[src/rtl/tosp_pkg.sv]
`timescale 1ns / 1ps
// ----------------------------------------------------------------------------
// tosp_pkg
// Codes, types and constants shared by the telnet option stream parser.
// ----------------------------------------------------------------------------
package tosp_pkg;

    // Telnet command and option bytes
    localparam logic [7:0] CMD_IAC      = 8'd255;
    localparam logic [7:0] CMD_SE       = 8'd240;
    localparam logic [7:0] CMD_SB       = 8'd250;
    localparam logic [7:0] CMD_WILL     = 8'd251;
    localparam logic [7:0] CMD_WONT     = 8'd252;
    localparam logic [7:0] CMD_DO       = 8'd253;
    localparam logic [7:0] CMD_DONT     = 8'd254;
    localparam logic [7:0] CMD_EOR      = 8'hef;
    localparam logic [7:0] OPT_BINARY   = 8'h00;
    localparam logic [7:0] OPT_TERMTYPE = 8'h18;
    localparam logic [7:0] OPT_EOR      = 8'h19;

    // Parse phases
    localparam logic [2:0] PH_NORMAL  = 3'd0;
    localparam logic [2:0] PH_IAC     = 3'd1;
    localparam logic [2:0] PH_OPTION  = 3'd2;
    localparam logic [2:0] PH_SUBTYPE = 3'd3;
    localparam logic [2:0] PH_SUBOP   = 3'd4;

    // Option verbs
    localparam logic [1:0] VERB_NONE  = 2'd0;
    localparam logic [1:0] VERB_WILL  = 2'd1;
    localparam logic [1:0] VERB_DO    = 2'd2;
    localparam logic [1:0] VERB_OTHER = 2'd3;

    // Result kinds
    localparam logic [2:0] K_NONE   = 3'd0;
    localparam logic [2:0] K_FWD    = 3'd1;
    localparam logic [2:0] K_DROP   = 3'd2;
    localparam logic [2:0] K_TTBYTE = 3'd3;
    localparam logic [2:0] K_TTEND  = 3'd4;
    localparam logic [2:0] K_EOR    = 3'd5;
    localparam logic [2:0] K_TTREQ  = 3'd6;

    typedef struct packed {
        logic [2:0] parse_phase;
        logic [1:0] option_verb;
        logic       in_subnegotiation;
        logic       will_binary_seen;
        logic       do_binary_seen;
        logic       will_record_end_seen;
        logic       do_record_end_seen;
        logic       terminal_type_seen;
    } tosp_state_t;

    typedef struct packed {
        logic [2:0] out_kind;
        logic [7:0] out_byte;
        logic       negotiation_done;
    } tosp_result_t;

endpackage

[src/rtl/tosp_in_if.sv]
`timescale 1ns / 1ps
// ----------------------------------------------------------------------------
// tosp_in_if
// Request channel carrying one received telnet byte.
// ----------------------------------------------------------------------------
interface tosp_in_if;
    logic       valid;
    logic       ready;
    logic [7:0] rx_byte;

    modport source (output valid, output rx_byte, input ready);
    modport sink   (input valid, input rx_byte, output ready);
endinterface

[src/rtl/tosp_out_if.sv]
`timescale 1ns / 1ps
// ----------------------------------------------------------------------------
// tosp_out_if
// Result channel carrying the kind, byte and negotiation status.
// ----------------------------------------------------------------------------
interface tosp_out_if;
    logic       valid;
    logic       ready;
    logic [2:0] out_kind;
    logic [7:0] out_byte;
    logic       negotiation_done;

    modport source (output valid, output out_kind, output out_byte,
                    output negotiation_done, input ready);
    modport sink   (input valid, input out_kind, input out_byte,
                    input negotiation_done, output ready);
endinterface

[src/rtl/tosp_decode.sv]
`timescale 1ns / 1ps
// ----------------------------------------------------------------------------
// tosp_decode
// Next parser state and result for one byte, given the current state.
// ----------------------------------------------------------------------------
module tosp_decode
    import tosp_pkg::*;
(
    input  tosp_state_t  cur,
    input  logic [7:0]   rx_byte,
    output tosp_state_t  nxt,
    output tosp_result_t res
);

    logic       all_now;
    logic [2:0] data_kind;

    assign all_now = cur.will_binary_seen & cur.do_binary_seen &
                     cur.will_record_end_seen & cur.do_record_end_seen &
                     cur.terminal_type_seen;

    always_comb
    begin
        if (cur.in_subnegotiation)
            data_kind = K_TTBYTE;
        else if (all_now)
            data_kind = K_FWD;
        else
            data_kind = K_DROP;
    end

    always_comb
    begin
        nxt             = cur;
        nxt.parse_phase = PH_NORMAL;
        res.out_kind    = K_NONE;
        res.out_byte    = 8'd0;

        case (cur.parse_phase)
            PH_IAC:
            begin
                if (rx_byte == CMD_EOR)
                begin
                    res.out_kind = K_EOR;
                end
                else if (rx_byte == CMD_IAC)
                begin
                    // escaped 255 is an ordinary data byte
                    res.out_kind = data_kind;
                    res.out_byte = CMD_IAC;
                end
                else if (rx_byte == CMD_WILL || rx_byte == CMD_DO ||
                         rx_byte == CMD_WONT || rx_byte == CMD_DONT)
                begin
                    if (rx_byte == CMD_WILL)
                        nxt.option_verb = VERB_WILL;
                    else if (rx_byte == CMD_DO)
                        nxt.option_verb = VERB_DO;
                    else
                        nxt.option_verb = VERB_OTHER;
                    nxt.parse_phase = PH_OPTION;
                end
                else if (rx_byte == CMD_SB)
                begin
                    nxt.parse_phase = PH_SUBTYPE;
                end
                else if (rx_byte == CMD_SE && cur.in_subnegotiation)
                begin
                    nxt.in_subnegotiation  = 1'b0;
                    nxt.terminal_type_seen = 1'b1;
                    res.out_kind           = K_TTEND;
                end
            end
            PH_SUBTYPE:
            begin
                nxt.parse_phase = PH_SUBOP;
            end
            PH_SUBOP:
            begin
                nxt.in_subnegotiation = 1'b1;
            end
            PH_OPTION:
            begin
                if (rx_byte == OPT_TERMTYPE)
                begin
                    if (cur.option_verb == VERB_WILL)
                        res.out_kind = K_TTREQ;
                end
                else if (rx_byte == OPT_EOR)
                begin
                    if (cur.option_verb == VERB_WILL)
                        nxt.will_record_end_seen = 1'b1;
                    else if (cur.option_verb == VERB_DO)
                        nxt.do_record_end_seen = 1'b1;
                end
                else if (rx_byte == OPT_BINARY)
                begin
                    if (cur.option_verb == VERB_WILL)
                        nxt.will_binary_seen = 1'b1;
                    else if (cur.option_verb == VERB_DO)
                        nxt.do_binary_seen = 1'b1;
                end
            end
            default:
            begin
                // unused phase codes fall back to normal data
                if (rx_byte == CMD_IAC)
                begin
                    nxt.parse_phase = PH_IAC;
                end
                else
                begin
                    res.out_kind = data_kind;
                    res.out_byte = rx_byte;
                end
            end
        endcase

        res.negotiation_done = nxt.will_binary_seen & nxt.do_binary_seen &
                               nxt.will_record_end_seen & nxt.do_record_end_seen &
                               nxt.terminal_type_seen;
    end

endmodule

[src/rtl/telnet_option_stream_parser.sv]
`timescale 1ns / 1ps
// ----------------------------------------------------------------------------
// telnet_option_stream_parser
// Telnet command parser for a TN3270 client byte stream, one result per byte.
// ----------------------------------------------------------------------------
// Pipeline: an accepted request lands in the input register, then moves to the
//   result register once that is free; a stalled result channel holds it there.
// Throughput: 1 byte per cycle while the result channel is not stalled.
// Reset: asynchronous, active low; clears the parse phase, verb and all
//   negotiation flags and empties both register stages.
module telnet_option_stream_parser
    import tosp_pkg::*;
(
    input  logic          clk,
    input  logic          rst_n,
    tosp_in_if.sink       rx,
    tosp_out_if.source    res
);

    logic         in_valid_reg;
    logic [7:0]   in_byte_reg;
    tosp_state_t  state_reg;
    tosp_state_t  state_next;
    logic         out_valid_reg;
    tosp_result_t out_res_reg;
    tosp_result_t out_res_next;
    logic         out_load;
    logic         in_load;

    tosp_decode u_decode (
        .cur     (state_reg),
        .rx_byte (in_byte_reg),
        .nxt     (state_next),
        .res     (out_res_next)
    );

    // advance the held request once the result register is free
    assign out_load = in_valid_reg & (~out_valid_reg | res.ready);
    assign in_load  = ~in_valid_reg | out_load;
    assign rx.ready = in_load;

    always_ff @(posedge clk or negedge rst_n)
    begin
        if (!rst_n)
        begin
            in_valid_reg  <= 1'b0;
            out_valid_reg <= 1'b0;
            state_reg     <= '0;
        end
        else
        begin
            if (in_load)
                in_valid_reg <= rx.valid;
            if (out_load)
                state_reg <= state_next;
            if (out_load)
                out_valid_reg <= 1'b1;
            else if (res.ready)
                out_valid_reg <= 1'b0;
        end
    end

    always_ff @(posedge clk)
    begin
        if (in_load && rx.valid)
            in_byte_reg <= rx.rx_byte;
        if (out_load)
            out_res_reg <= out_res_next;
    end

    assign res.valid            = out_valid_reg;
    assign res.out_kind         = out_res_reg.out_kind;
    assign res.out_byte         = out_res_reg.out_byte;
    assign res.negotiation_done = out_res_reg.negotiation_done;

    // Assertions
    a_phase_legal: assert property (@(posedge clk) disable iff (!rst_n)
        state_reg.parse_phase <= PH_SUBOP)
        else $error("parse phase left the legal range");

    a_done_sticky: assert property (@(posedge clk) disable iff (!rst_n)
        (state_reg.will_binary_seen && state_reg.do_binary_seen &&
         state_reg.will_record_end_seen && state_reg.do_record_end_seen &&
         state_reg.terminal_type_seen)
        |=> (state_reg.will_binary_seen && state_reg.do_binary_seen &&
             state_reg.will_record_end_seen && state_reg.do_record_end_seen &&
             state_reg.terminal_type_seen))
        else $error("negotiation flags cleared after completion");

    a_fwd_needs_done: assert property (@(posedge clk) disable iff (!rst_n)
        (res.valid && res.out_kind == K_FWD) |-> res.negotiation_done)
        else $error("data forwarded before negotiation finished");

    a_byte_zero: assert property (@(posedge clk) disable iff (!rst_n)
        (res.valid && res.out_kind != K_FWD && res.out_kind != K_DROP &&
         res.out_kind != K_TTBYTE) |-> (res.out_byte == 8'd0))
        else $error("byte carried with a kind that has none");

endmodule
[src/flat_wrapper.sv]
// flat-port wrapper written by rule: the top's interface ports become plain ports
module telnet_option_stream_parser_flat import tosp_pkg::*;
  (clk, rst_n, rx_valid, rx_rx_byte, rx_ready, res_valid, res_out_kind, res_out_byte, res_negotiation_done, res_ready);
  tosp_in_if rx_i ();
  tosp_out_if res_i ();
  input  logic clk;
  input  logic rst_n;
  input wire logic [$bits(rx_i.valid)-1:0] rx_valid;
  input wire logic [$bits(rx_i.rx_byte)-1:0] rx_rx_byte;
  output wire logic [$bits(rx_i.ready)-1:0] rx_ready;
  output wire logic [$bits(res_i.valid)-1:0] res_valid;
  output wire logic [$bits(res_i.out_kind)-1:0] res_out_kind;
  output wire logic [$bits(res_i.out_byte)-1:0] res_out_byte;
  output wire logic [$bits(res_i.negotiation_done)-1:0] res_negotiation_done;
  input wire logic [$bits(res_i.ready)-1:0] res_ready;
  assign rx_i.valid = rx_valid;
  assign rx_i.rx_byte = rx_rx_byte;
  assign rx_ready = rx_i.ready;
  assign res_valid = res_i.valid;
  assign res_out_kind = res_i.out_kind;
  assign res_out_byte = res_i.out_byte;
  assign res_negotiation_done = res_i.negotiation_done;
  assign res_i.ready = res_ready;
  telnet_option_stream_parser u_core (.clk(clk), .rst_n(rst_n), .rx(rx_i), .res(res_i));
endmodule
[config.mk]
export PLATFORM = sky130hd
export DESIGN_NAME = telnet_option_stream_parser_flat
export DESIGN_NICKNAME = d
export VERILOG_FILES = /design/src/rtl/tosp_pkg.sv /design/src/rtl/tosp_in_if.sv /design/src/rtl/tosp_out_if.sv /design/src/rtl/tosp_decode.sv /design/src/rtl/telnet_option_stream_parser.sv /design/src/flat_wrapper.sv
export SDC_FILE = /design/constraint.sdc
export NUM_CORES = 1
export LEC_CHECK = 0
export ABC_CLOCK_PERIOD_IN_PS = 2300
export BUFFER_PORTS_ARGS = -buffer_cell sky130_fd_sc_hd__buf_4
export CAP_MARGIN = 30
export CORE_ASPECT_RATIO = 1.5
export CORE_MARGIN = 5
export CORE_UTILIZATION = 30
export CTS_CLUSTER_SIZE = 12
export DETAILED_ROUTE_END_ITERATION = 12
export SETUP_SLACK_MARGIN = 0.1
export SLEW_MARGIN = 25
export SYNTH_ARGS = -nofsm -noshare
export SYNTH_HDL_FRONTEND = slang
export SYNTH_HIERARCHICAL = 1
export SYNTH_SLANG_ARGS = --single-unit
[constraint.sdc]
create_clock -name clk -period 2.3 [get_ports clk]
set_input_delay 0.46 -clock clk [delete_from_list [all_inputs] [get_ports clk]]
set_output_delay 0.46 -clock clk [all_outputs]
set_load 0.02 [all_outputs]
==> results of run 1 <==
==> worst reg2reg max path, cell delays in order (launching register included) <==
cell,delay [ps]
dfrtp_1,440
or3b_1,430
or3_4,390
o21ai_0,150
nand4_1,100
mux2_4,270
==> cells in the final DEF, fill, tap and decap left out, types with 6 or more instances in the layout <==
cell / n
inv_1: 6
mux2_4: 9
buf_4: 27
nand3_1: 8
dfrtp_1: 13
and2_1: 8
edfxtp_1: 20
nor2_1: 7
==> layout make-up <==
cell class | count | area [µm²]
fillers | 559 | 3423
multi-input cells | 90 | 681.9
clock inverters | 2 | 33.78
repair buffers | 27 | 202.7
inverters | 6 | 22.52
flip-flops and latches | 33 | 925.9
clock buffers | 6 | 72.57
well taps | 70 | 87.58
==> path summary, 6_finish.rpt <==
| path | to | slack (ps) |
|---|---|---|
| hold / removal | u_core/state_reg[10]$_DFFE_PN0P_ | 10 |
| max in group asynchronous | u_core/in_valid_reg$_DFFE_PN0P_ | 2120 |
| hold reg to reg | u_core/state_reg[2]$_DFFE_PN0P_ | 540 |
| min in group clk | u_core/in_byte_reg[0]$_DFFE_PP_ | 350 |
| setup / recovery | u_core/state_reg[6]$_DFFE_PN0P_ | 390 |
| setup reg to reg | u_core/state_reg[6]$_DFFE_PN0P_ | 390 |
==> routing by layer <==
layer | vias to the layer above | routed length [µm] | part of all wire
met5 | - | 0 | 0
met4 | 0 | 80 | 0.025
met3 | 7 | 202 | 0.064
met2 | 45 | 1643 | 0.52
met1 | 537 | 1236 | 0.39
li1 | 559 | - | -
==> power groups by stage <==
stage	logic [mW]	clock network, mW	registers, mW
CTS	0.164	0.530	0.708
global placement	0.162	0	0.720
floorplan	0.0969	0	0.726
detailed placement	0.164	0	0.720
global route	0.178	0.560	0.713
finish	0.162	0.516	0.708
==> cell families after synthesis <==
group | Yosys count
multiplexers | 11
AND/OR/NAND/NOR | 60
buffers and inverters | 10
flip-flops | 33
AO/OA/AOI/OAI | 19
==> through the flow <==
step                      hold slack [ps]  utilization
after global routing                18.26       0.3719
after global placement              321.1       0.3524
final                               11.87       0.3719
after floorplan                     164.4            -
after detailed placement            324.7       0.3524
after CTS                           17.62       0.3719
==> metrics.txt, run 1 <==
fraction of synthesized area in multiplexers=0.09438; via count=1148; num ports=26; CP bufs+invs=0; synth cell count leaders=edfxtp_1, dfrtp_1, mux2_4, and2_1, nand3_1; final setup margin=395.0 ps; number of antenna diodes=0; Total Power=1.386 mW; Routed WL=3.163 mm; antenna viol nets, final=0; Fin. Hold Viols=0; PortBufs=25; GPL Wtd Cong=0.8863; Die ar.=7191 µm²; critical path's slowest cell=dfrtp_1; clock slew at reported path FFs=70 ps; Post-route DRC=0; Psw=0.3186 mW; die width=70.93 µm; initial antenna violation count=0; syn avg cell area=12.56 µm²; share of cells above drive strength 1=0.3293; Cell Count, Final, Fillers Out=234; max reg flops=11; Worst Max-Slew Pin Slew=486.1 ps; clock buffer depth=2; P per Cell Area=683.8 nW/µm²; Initial Utilization=0.3065; number of synthesized flops with an enable pin=20; worst min path class=in2async; Peak supply drop=0.2958 mV; Fmax=0.5249 GHz; total internal power=1.067 mW; CTS Hold Buffers Added=0; RSZ-0062 raised after global routing=false; P_leak=0.8338 nW; H-tree Lvls=2; Max-slew headroom=0.6714; 1st-iter DRT viols=54; CP endpoint kind=flop; CTS Buf Count=5; startpoint types=flop; met1 usage=0.09739; Design Area, Final=2027 µm²; met3 usage=0.02383; CP required=2470 ps; routed len/inst=13.52 µm; Synth area leaders=edfxtp_1, dfrtp_1, mux2_4, and2_1, nand3_1; Clk pwr share=0.373; Flop pwr share=0.511; DP Cell Count=226; CTS tree=yes; Clock Latency Late Sink=280 ps; Post-Synth Simple-Gate Area=0.2307; Synth top area share=0.3596; area leader, netlist=edfxtp_1; Worst path depth=5; largest net degree at the start of global routing=15; GRT overflow=0; syn nets=145; Arr. time, crit path=2070 ps; vias in the first global route=1103; Final Slew Violations=0; die height=101.4 µm; CTS Sinks=33; All-Layer GR Usage=0.09376; Net Sw Frac=0.2299; Netlist cell types=45; vias per cell=4.906; Final setup viols=0; placement-stage cell area=1921 µm²; DRT Pass-1 Iters=4; pre-CTS WS=407.5 ps; num rows=33; Main synth FF type=edfxtp_1; flops & latches, synth=33; CP delay by family, top=simple AND/OR/NAND/NOR gates; ys async rst share=0.3939; reg2reg start=u_core/state_reg[9]$_DFFE_PN0P_; Reg2Reg Depth=5; Crit path largest cell delay=440 ps; Gate Count Post-Synth=133; period utilization=0.8283; Comb pwr share=0.117; main combinational cell family by area after synthesis=simple AND/OR/NAND/NOR gates; max_cap viols=0; core area=5450 µm²; gr busiest metal=met2; Post-Syn Area=1670 µm²; crit-path cells=or3b_1 > or3_4 > o21ai_0 > nand4_1 > mux2_4; first-pass GRT wire length=5.216 mm; adder-cell area share of the yosys netlist=0; met2 Use GR=0.1708; Synth Warn #=6; crit path kind=reg2reg; Area Overhead vs Synth=21.35%; post-synthesis xor/xnor area fraction=0; Fin Clk Skew=6.922 ps; post-CTS sizing=0; postcts setup bufs=0; fin nets=175; fin crit period=1905 ps; status=completed; placed wire-length estimate=2.362 mm; clock tree root driver cell=clkbuf_8; CP max FO=7; most numerous cell in the Yosys netlist=edfxtp_1; CP startpoint=u_core/state_reg[9]$_DFFE_PN0P_; post-synthesis compound-gate area fraction=0.08315; Seq/Total Area, Yosys=0.5543; Fin Setup TNS=0 ps
No activity file was read; power rests on OpenSTA's default activity.
==> inputs of run 2 (changes only) <==
--- a/config.mk
+++ b/config.mk
@@ -5,7 +5,7 @@
 export SDC_FILE = /design/constraint.sdc
 export NUM_CORES = 1
 export LEC_CHECK = 0
-export ABC_CLOCK_PERIOD_IN_PS = 2300
+export ABC_CLOCK_PERIOD_IN_PS = 1600
 export BUFFER_PORTS_ARGS = -buffer_cell sky130_fd_sc_hd__buf_4
 export CAP_MARGIN = 30
 export CORE_ASPECT_RATIO = 1.5
==> constraint.sdc (replaced) <==
create_clock -name clk -period 1.6 [get_ports clk]
set_input_delay 0.32 -clock clk [delete_from_list [all_inputs] [get_ports clk]]
set_output_delay 0.32 -clock clk [all_outputs]
set_load 0.02 [all_outputs]
==> run 2 against run 1 <==
The run now ends with setup timing left. Sequential share of layout area is 7.8 points lower. First-iteration DRC count decreased by 54%. Die area stayed put. Power up 38%. Clock skew shrank 2.4 ps. Via count increased by 17%. Routed wire length increased by 23%. Worst setup slack worse by 600 ps. Core utilization up 7.7 points. Sequential power grew 43%. Hold slack better by 190 ps.
==> metrics.txt, run 2 (synthesis gave the netlist of run 1 again) <==
max reg flops=11 (unchanged); Worst path depth=5 (unchanged); core area=5450 µm² (unchanged); fin nets=216 (was 175); GRT overflow=0 (unchanged); Comb pwr share=0.165 (was 0.117); clock slew at reported path FFs=70 ps (about the same); period utilization=1.128 (was 0.8283); Fin Setup TNS=-2029 ps (was 0 ps); Net Sw Frac=0.2563 (was 0.2299); Final setup viols=21 (was 0); Final Slew Violations=0 (unchanged); 1st-iter DRT viols=25 (was 54); first-pass GRT wire length=6.044 mm (was 5.216 mm); Reg2Reg Setup Slack=-210 ps (was 390 ps); Max-slew headroom=0.7531 (was 0.6714); RSZ-0062 raised after global routing=true (was false); via count=1340 (was 1148); All-Layer GR Usage=0.1113 (was 0.09376); H-tree Lvls=2 (unchanged); pre-CTS WS=-202.6 ps (was 407.5 ps); initial antenna violation count=0 (unchanged); antenna viol nets, final=0 (unchanged); startpoint types=flop (unchanged); crit path kind=reg2reg (unchanged); Cell Count, Final, Fillers Out=275 (was 234); CTS Buf Count=5 (unchanged); die height=101.4 µm (unchanged); Hold Crit Depth=1; Worst Max-Slew Pin Slew=366.5 ps (was 486.1 ps); CTS Sinks=33 (unchanged); Psw=0.4901 mW (was 0.3186 mW); num rows=33 (unchanged); Reg2Reg Depth=5 (unchanged); DRT Pass-1 Iters=4 (unchanged); Crit path largest cell delay=410 ps (was 440 ps); Area Overhead vs Synth=46.37% (was 21.35%); commonest non-fill, non-tap cells in the layout=buf_4, edfxtp_1, dfrtp_1 (unchanged); routed len/inst=14.11 µm (was 13.52 µm); Peak supply drop=0.2795 mV (was 0.2958 mV); num ports=26 (unchanged); PortBufs=25 (unchanged); final setup margin=-205.3 ps (was 395.0 ps); CP required=1770 ps (was 2470 ps); max_cap viols=0 (unchanged); Routed WL=3.880 mm (was 3.163 mm); Die ar.=7191 µm² (unchanged); number of antenna diodes=0 (unchanged); clock tree root driver cell=clkbuf_8 (unchanged); CP max FO=4 (was 7); Fin. Hold Viols=0 (unchanged); largest net degree at the start of global routing=14 (was 15); CTS tree=yes (unchanged); crit-path cells=or3b_4 > or3_4 > o21ai_2 > nand4_1 > mux2_4 (was or3b_1 > or3_4 > o21ai_0 > nand4_1 > mux2_4); share of cells above drive strength 1=0.5220 (was 0.3293); Fin Clk Skew=4.502 ps (was 6.922 ps); Arr. time, crit path=1970 ps (was 2070 ps); DP Cell Count=254 (was 226); Initial Utilization=0.3065 (unchanged); CP bufs+invs=0 (unchanged); P_leak=1.086 nW (was 0.8338 nW); critical path's slowest cell=or3b_4 (was dfrtp_1); failing checks=setup timing; fill count=525 (was 559); die width=70.93 µm (unchanged); placed wire-length estimate=2.847 mm (was 2.362 mm); worst min path class=in2reg (was in2async); P per Cell Area=782.1 nW/µm² (was 683.8 nW/µm²); hold slack final=206.6 ps (was 11.87 ps); commonest non-fill, non-tap cell in the layout=buf_4 (unchanged); status=finished with violations (was completed); vias in the first global route=1321 (was 1103); fin crit period=1805 ps (was 1905 ps); Post-route DRC=0 (unchanged); GPL Wtd Cong=0.8617 (was 0.8863); clock buffer depth=2 (unchanged); Flop pwr share=0.526 (was 0.511); vias per cell=4.873 (was 4.906); Clk pwr share=0.309 (was 0.373); Fmax=0.5539 GHz (was 0.5249 GHz); Total Power=1.912 mW (was 1.386 mW); Clock Latency Late Sink=280 ps (about the same); total internal power=1.422 mW (was 1.067 mW); CP endpoint kind=flop (unchanged); CP delay by family, top=simple AND/OR/NAND/NOR gates (unchanged)
[run 2: path summary, 6_finish.rpt]
kind	start	endpoint
min in group asynchronous	rst_n	u_core/state_reg[8]$_DFFE_PN0P_
hold / removal	rx_rx_byte[1]	u_core/in_byte_reg[1]$_DFFE_PP_
max in group asynchronous	rst_n	u_core/state_reg[9]$_DFFE_PN0P_
hold reg to reg	u_core/state_reg[4]$_DFFE_PN0P_	u_core/state_reg[4]$_DFFE_PN0P_
setup reg to reg	u_core/state_reg[9]$_DFFE_PN0P_	u_core/state_reg[6]$_DFFE_PN0P_
setup / recovery	u_core/state_reg[9]$_DFFE_PN0P_	u_core/state_reg[6]$_DFFE_PN0P_
[run 2: final cells by class]
class | count | area (µm²) | share of cell area
timing repair buffer | 68 | 551.8 | 0.2257
sequential | 33 | 925.9 | 0.3787
tap | 70 | 87.58 | 0.03582
clock buffer | 7 | 76.32 | 0.03122
clock inverter | 1 | 3.754 | 0.001535
multi-input combinational | 90 | 777.0 | 0.3178
inverter | 6 | 22.52 | 0.009212
[run 2: worst register-to-register path, delay by kind of cell, from the launching register on]
kind / cells / cell delay [ps]
flip-flops: 1 / 390
multiplexers: 1 / 270
AO/OA/AOI/OAI: 1 / 120
AND/OR/NAND/NOR: 3 / 910
[run 2: stage by stage]
| stage | instance area, µm² | util |
|---|---|---|
| CTS | 2376 | 0.4360 |
| global route | 2445 | 0.4486 |
| floorplan | 1677 | - |
| global placement | 2150 | 0.3944 |
| finish | 2445 | 0.4486 |
| detailed placement | 2150 | 0.3944 |
[run 2: metal layers]
metal | GRT usage | routed length (µm) | vias up
met2 | 0.2123 | 2191 | 30
met5 | 0 | 0 | -
li1 | - | - | 648
met3 | 0.02681 | 124 | 8
met4 | 0.06946 | 116 | 0
met1 | 0.1043 | 1447 | 654
[run 2: power by group through the flow]
stage	Combinational, mW	Sequential [mW]	Clock (mW)
finish	0.316	1.01	0.590
global route	0.338	1.01	0.639
CTS	0.311	1.00	0.608
detailed placement	0.296	1.02	0
global placement	0.292	1.02	0
floorplan	0.146	1.04	0
[run 2: repair_timing]
| action | in CTS | in global routing |
|---|---|---|
| setup endpoints to repair | 21 | 22 |
| pin swaps | 16 | 13 |
| buffers inserted | 10 | 4 |
| gates cloned | 0 | 0 |
| gates resized for setup | 18 | 11 |
| hold buffers | 1 | 0 |
| endpoints found under the hold margin | 13 | 0 |
==> inputs of run 3 (changes only) <==
--- a/config.mk
+++ b/config.mk
@@ -13,7 +13,9 @@
 export CORE_UTILIZATION = 30
 export CTS_CLUSTER_SIZE = 12
 export DETAILED_ROUTE_END_ITERATION = 12
+export RECOVER_POWER = 50
 export SETUP_SLACK_MARGIN = 0.1
+export SKIP_LAST_GASP = 1
 export SLEW_MARGIN = 25
 export SYNTH_ARGS = -nofsm -noshare
 export SYNTH_HDL_FRONTEND = slang
==> constraint.sdc (replaced) <==
create_clock -name clk -period 1.6 [get_ports clk]
set_input_delay 0.08 -clock clk [delete_from_list [all_inputs] [get_ports clk]]
set_output_delay 0.08 -clock clk [all_outputs]
set_load 0.02 [all_outputs]
==> run 3 against run 2 <==
The run still ends with setup timing left. Critical path type unchanged. Largest cell class unchanged. First-iteration DRC count decreased by 12%. Combinational power increased by 2%. Die area unchanged. Clock skew about the same. Sequential share of layout area decreased by 0.61 points. Cell area increased by 1.6%. Core utilization increased by 0.73 points. Non-clock buffer count increased by 8.
==> metrics.txt, run 3 (synthesis gave the netlist of run 1 again) <==
status=finished with violations (unchanged); failing checks=setup timing (unchanged); Area Overhead vs Synth=48.76% (was 46.37%); num rows=33 (unchanged); placement-stage cell area=2150 µm² (unchanged); H-tree Lvls=2 (unchanged); GRT overflow=0 (unchanged); fill count=528 (was 525); Die ar.=7191 µm² (unchanged); DRT Pass-1 Iters=4 (unchanged); final core occ=0.4559 (was 0.4486); RSZ-0062 raised after global routing=true (unchanged); crit-path cells=or3b_4 > or3_4 > o21ai_2 > nand4_1 > mux2_4 (unchanged); CP required=1770 ps (about the same); met1 wire length=1.471 mm (was 1.447 mm); clock slew at reported path FFs=60 ps (was 70 ps); 1st-iter DRT viols=22 (was 25); critical path's slowest cell=or3b_4 (unchanged); max_cap viols=0 (unchanged); clock buffer depth=2 (unchanged); core area=5450 µm² (unchanged); CP endpoint kind=flop (unchanged); share of cells above drive strength 1=0.4554 (was 0.5220); vias in the first global route=1391 (was 1321); largest net degree at the start of global routing=14 (unchanged); die height=101.4 µm (unchanged); met2 routed WL=2.249 mm (was 2.191 mm); num ports=26 (unchanged); All-Layer GR Usage=0.1152 (was 0.1113); initial antenna violation count=0 (unchanged); PortBufs=25 (unchanged); P per Cell Area=770.6 nW/µm² (was 782.1 nW/µm²); Final Slew Violations=0 (unchanged); Seq. cell area=925.9 µm² (unchanged); met3 wire len=106 µm (was 124 µm); antenna viol nets, final=0 (unchanged); first-pass GRT wire length=6.292 mm (was 6.044 mm); Fin Clk Skew=4.830 ps (was 4.502 ps); CTS Buf Count=5 (unchanged); period utilization=1.129 (was 1.128); startpoint types=flop (unchanged); placed wire-length estimate=2.847 mm (unchanged); Design Area, Final=2485 µm² (was 2445 µm²); crit path kind=reg2reg (unchanged); worst min path class=in2reg (unchanged); Routed WL=3.944 mm (was 3.880 mm); routed len/inst=13.94 µm (was 14.11 µm); Final setup viols=21 (unchanged); clock tree root driver cell=clkbuf_8 (unchanged); Fmax=0.5534 GHz (was 0.5539 GHz); commonest non-fill, non-tap cells in the layout=buf_4, edfxtp_1, dfrtp_1 (unchanged); Worst Max-Slew Pin Slew=813.5 ps (was 366.5 ps); Multi-input gate area=764.5 µm² (was 777.0 µm²); P_leak=1.083 nW (was 1.086 nW); Max-slew headroom=0.4576 (was 0.7531); final setup margin=-206.9 ps (was -205.3 ps); fin nets=224 (was 216); fin crit period=1807 ps (was 1805 ps); uppermost layer routed=met4 (unchanged); Initial Utilization=0.3065 (unchanged); CTS Sinks=33 (unchanged); CTS tree=yes (unchanged); Fin. Hold Viols=0 (unchanged); Crit path largest cell delay=410 ps (about the same); max reg flops=11 (unchanged); via count=1360 (was 1340); Peak supply drop=0.2784 mV (was 0.2795 mV); Clock Latency Late Sink=280 ps (about the same); Arr. time, crit path=1970 ps (about the same); commonest non-fill, non-tap cell in the layout=buf_4 (unchanged); number of antenna diodes=0 (unchanged); CP max FO=4 (unchanged); Post-route DRC=0 (unchanged); die width=70.93 µm (unchanged); GPL Wtd Cong=0.8617 (unchanged); vias per cell=4.806 (was 4.873)
[run 3: changes by cell type in the layout (fill, tap and decap cells not counted), sizes merged]
cell | before | now
clkbuf | 7 | 22
dlygate4sd3 | 1 | 10
buf | 67 | 51
[run 3: final timing paths]
path | end | startpoint | cells after the start | slack, ps
max reg2reg | u_core/state_reg[6]$_DFFE_PN0P_ | u_core/state_reg[9]$_DFFE_PN0P_ | 5 | -210
min in group asynchronous | u_core/state_reg[8]$_DFFE_PN0P_ | rst_n | 2 | 400
max | u_core/state_reg[6]$_DFFE_PN0P_ | u_core/state_reg[9]$_DFFE_PN0P_ | 5 | -210
min | u_core/in_valid_reg$_DFFE_PN0P_ | res_ready | 3 | 110
min reg2reg | u_core/state_reg[4]$_DFFE_PN0P_ | u_core/state_reg[4]$_DFFE_PN0P_ | 1 | 550
max in group asynchronous | u_core/state_reg[9]$_DFFE_PN0P_ | rst_n | 2 | 690
[run 3: metal layers]
layer,track usage,vias to the layer above
met1,0.1061,664
met3,0.02781,8
met4,0.06946,0
met5,0,-
li1,-,663
met2,0.2230,25
[run 3: repair_timing]
| item | CTS | global route |
|---|---|---|
| setup buffers | 10 | 4 |
| endpoints found under the setup margin | 21 | 22 |
| pin swaps | 16 | 14 |
| hold endpoints to repair | 22 | 0 |
| resized for setup | 17 | 9 |
| hold buffers | 10 | 0 |
[run 3: per-stage QoR]
step                total power, mW  instances  hold WS (ps)  setup TNS (ps)  setup slack (ps)
floorplan                     1.190        133        -215.6          -416.6            -140.4
global placement              1.312        254        -56.49          -674.2            -187.8
detailed placement            1.320        254        -52.88          -781.7            -202.6
CTS                           1.941        281         113.7           -1884            -215.3
global route                  1.995        283         135.6           -3228            -238.7
finish                        1.915        283         108.3           -2056            -206.9
[run 3: report_power, final]
group / switching, mW / internal [mW]
logic: 0.164 / 0.158
clock network: 0.286 / 0.302
registers: 0.0408 / 0.964
total: 0.491 / 1.42
[run 3: cell type report]
cell class,instances,share of cell area
Timing Repair Buffer,76,0.2432
Multi-Input combinational cell,90,0.3077
Clock buffer,7,0.03072
Sequential cell,33,0.3726
Inverter,6,0.009063
Tap cell,70,0.03525
Clock inverter,1,0.001511
[run 3: critical path, delay by kind of cell, from the launching register on]
| kind | cells | cell delay (ps) |
|---|---|---|
| simple gates | 3 | 910 |
| compound gates | 1 | 120 |
| mux | 1 | 270 |
| flops | 1 | 390 |
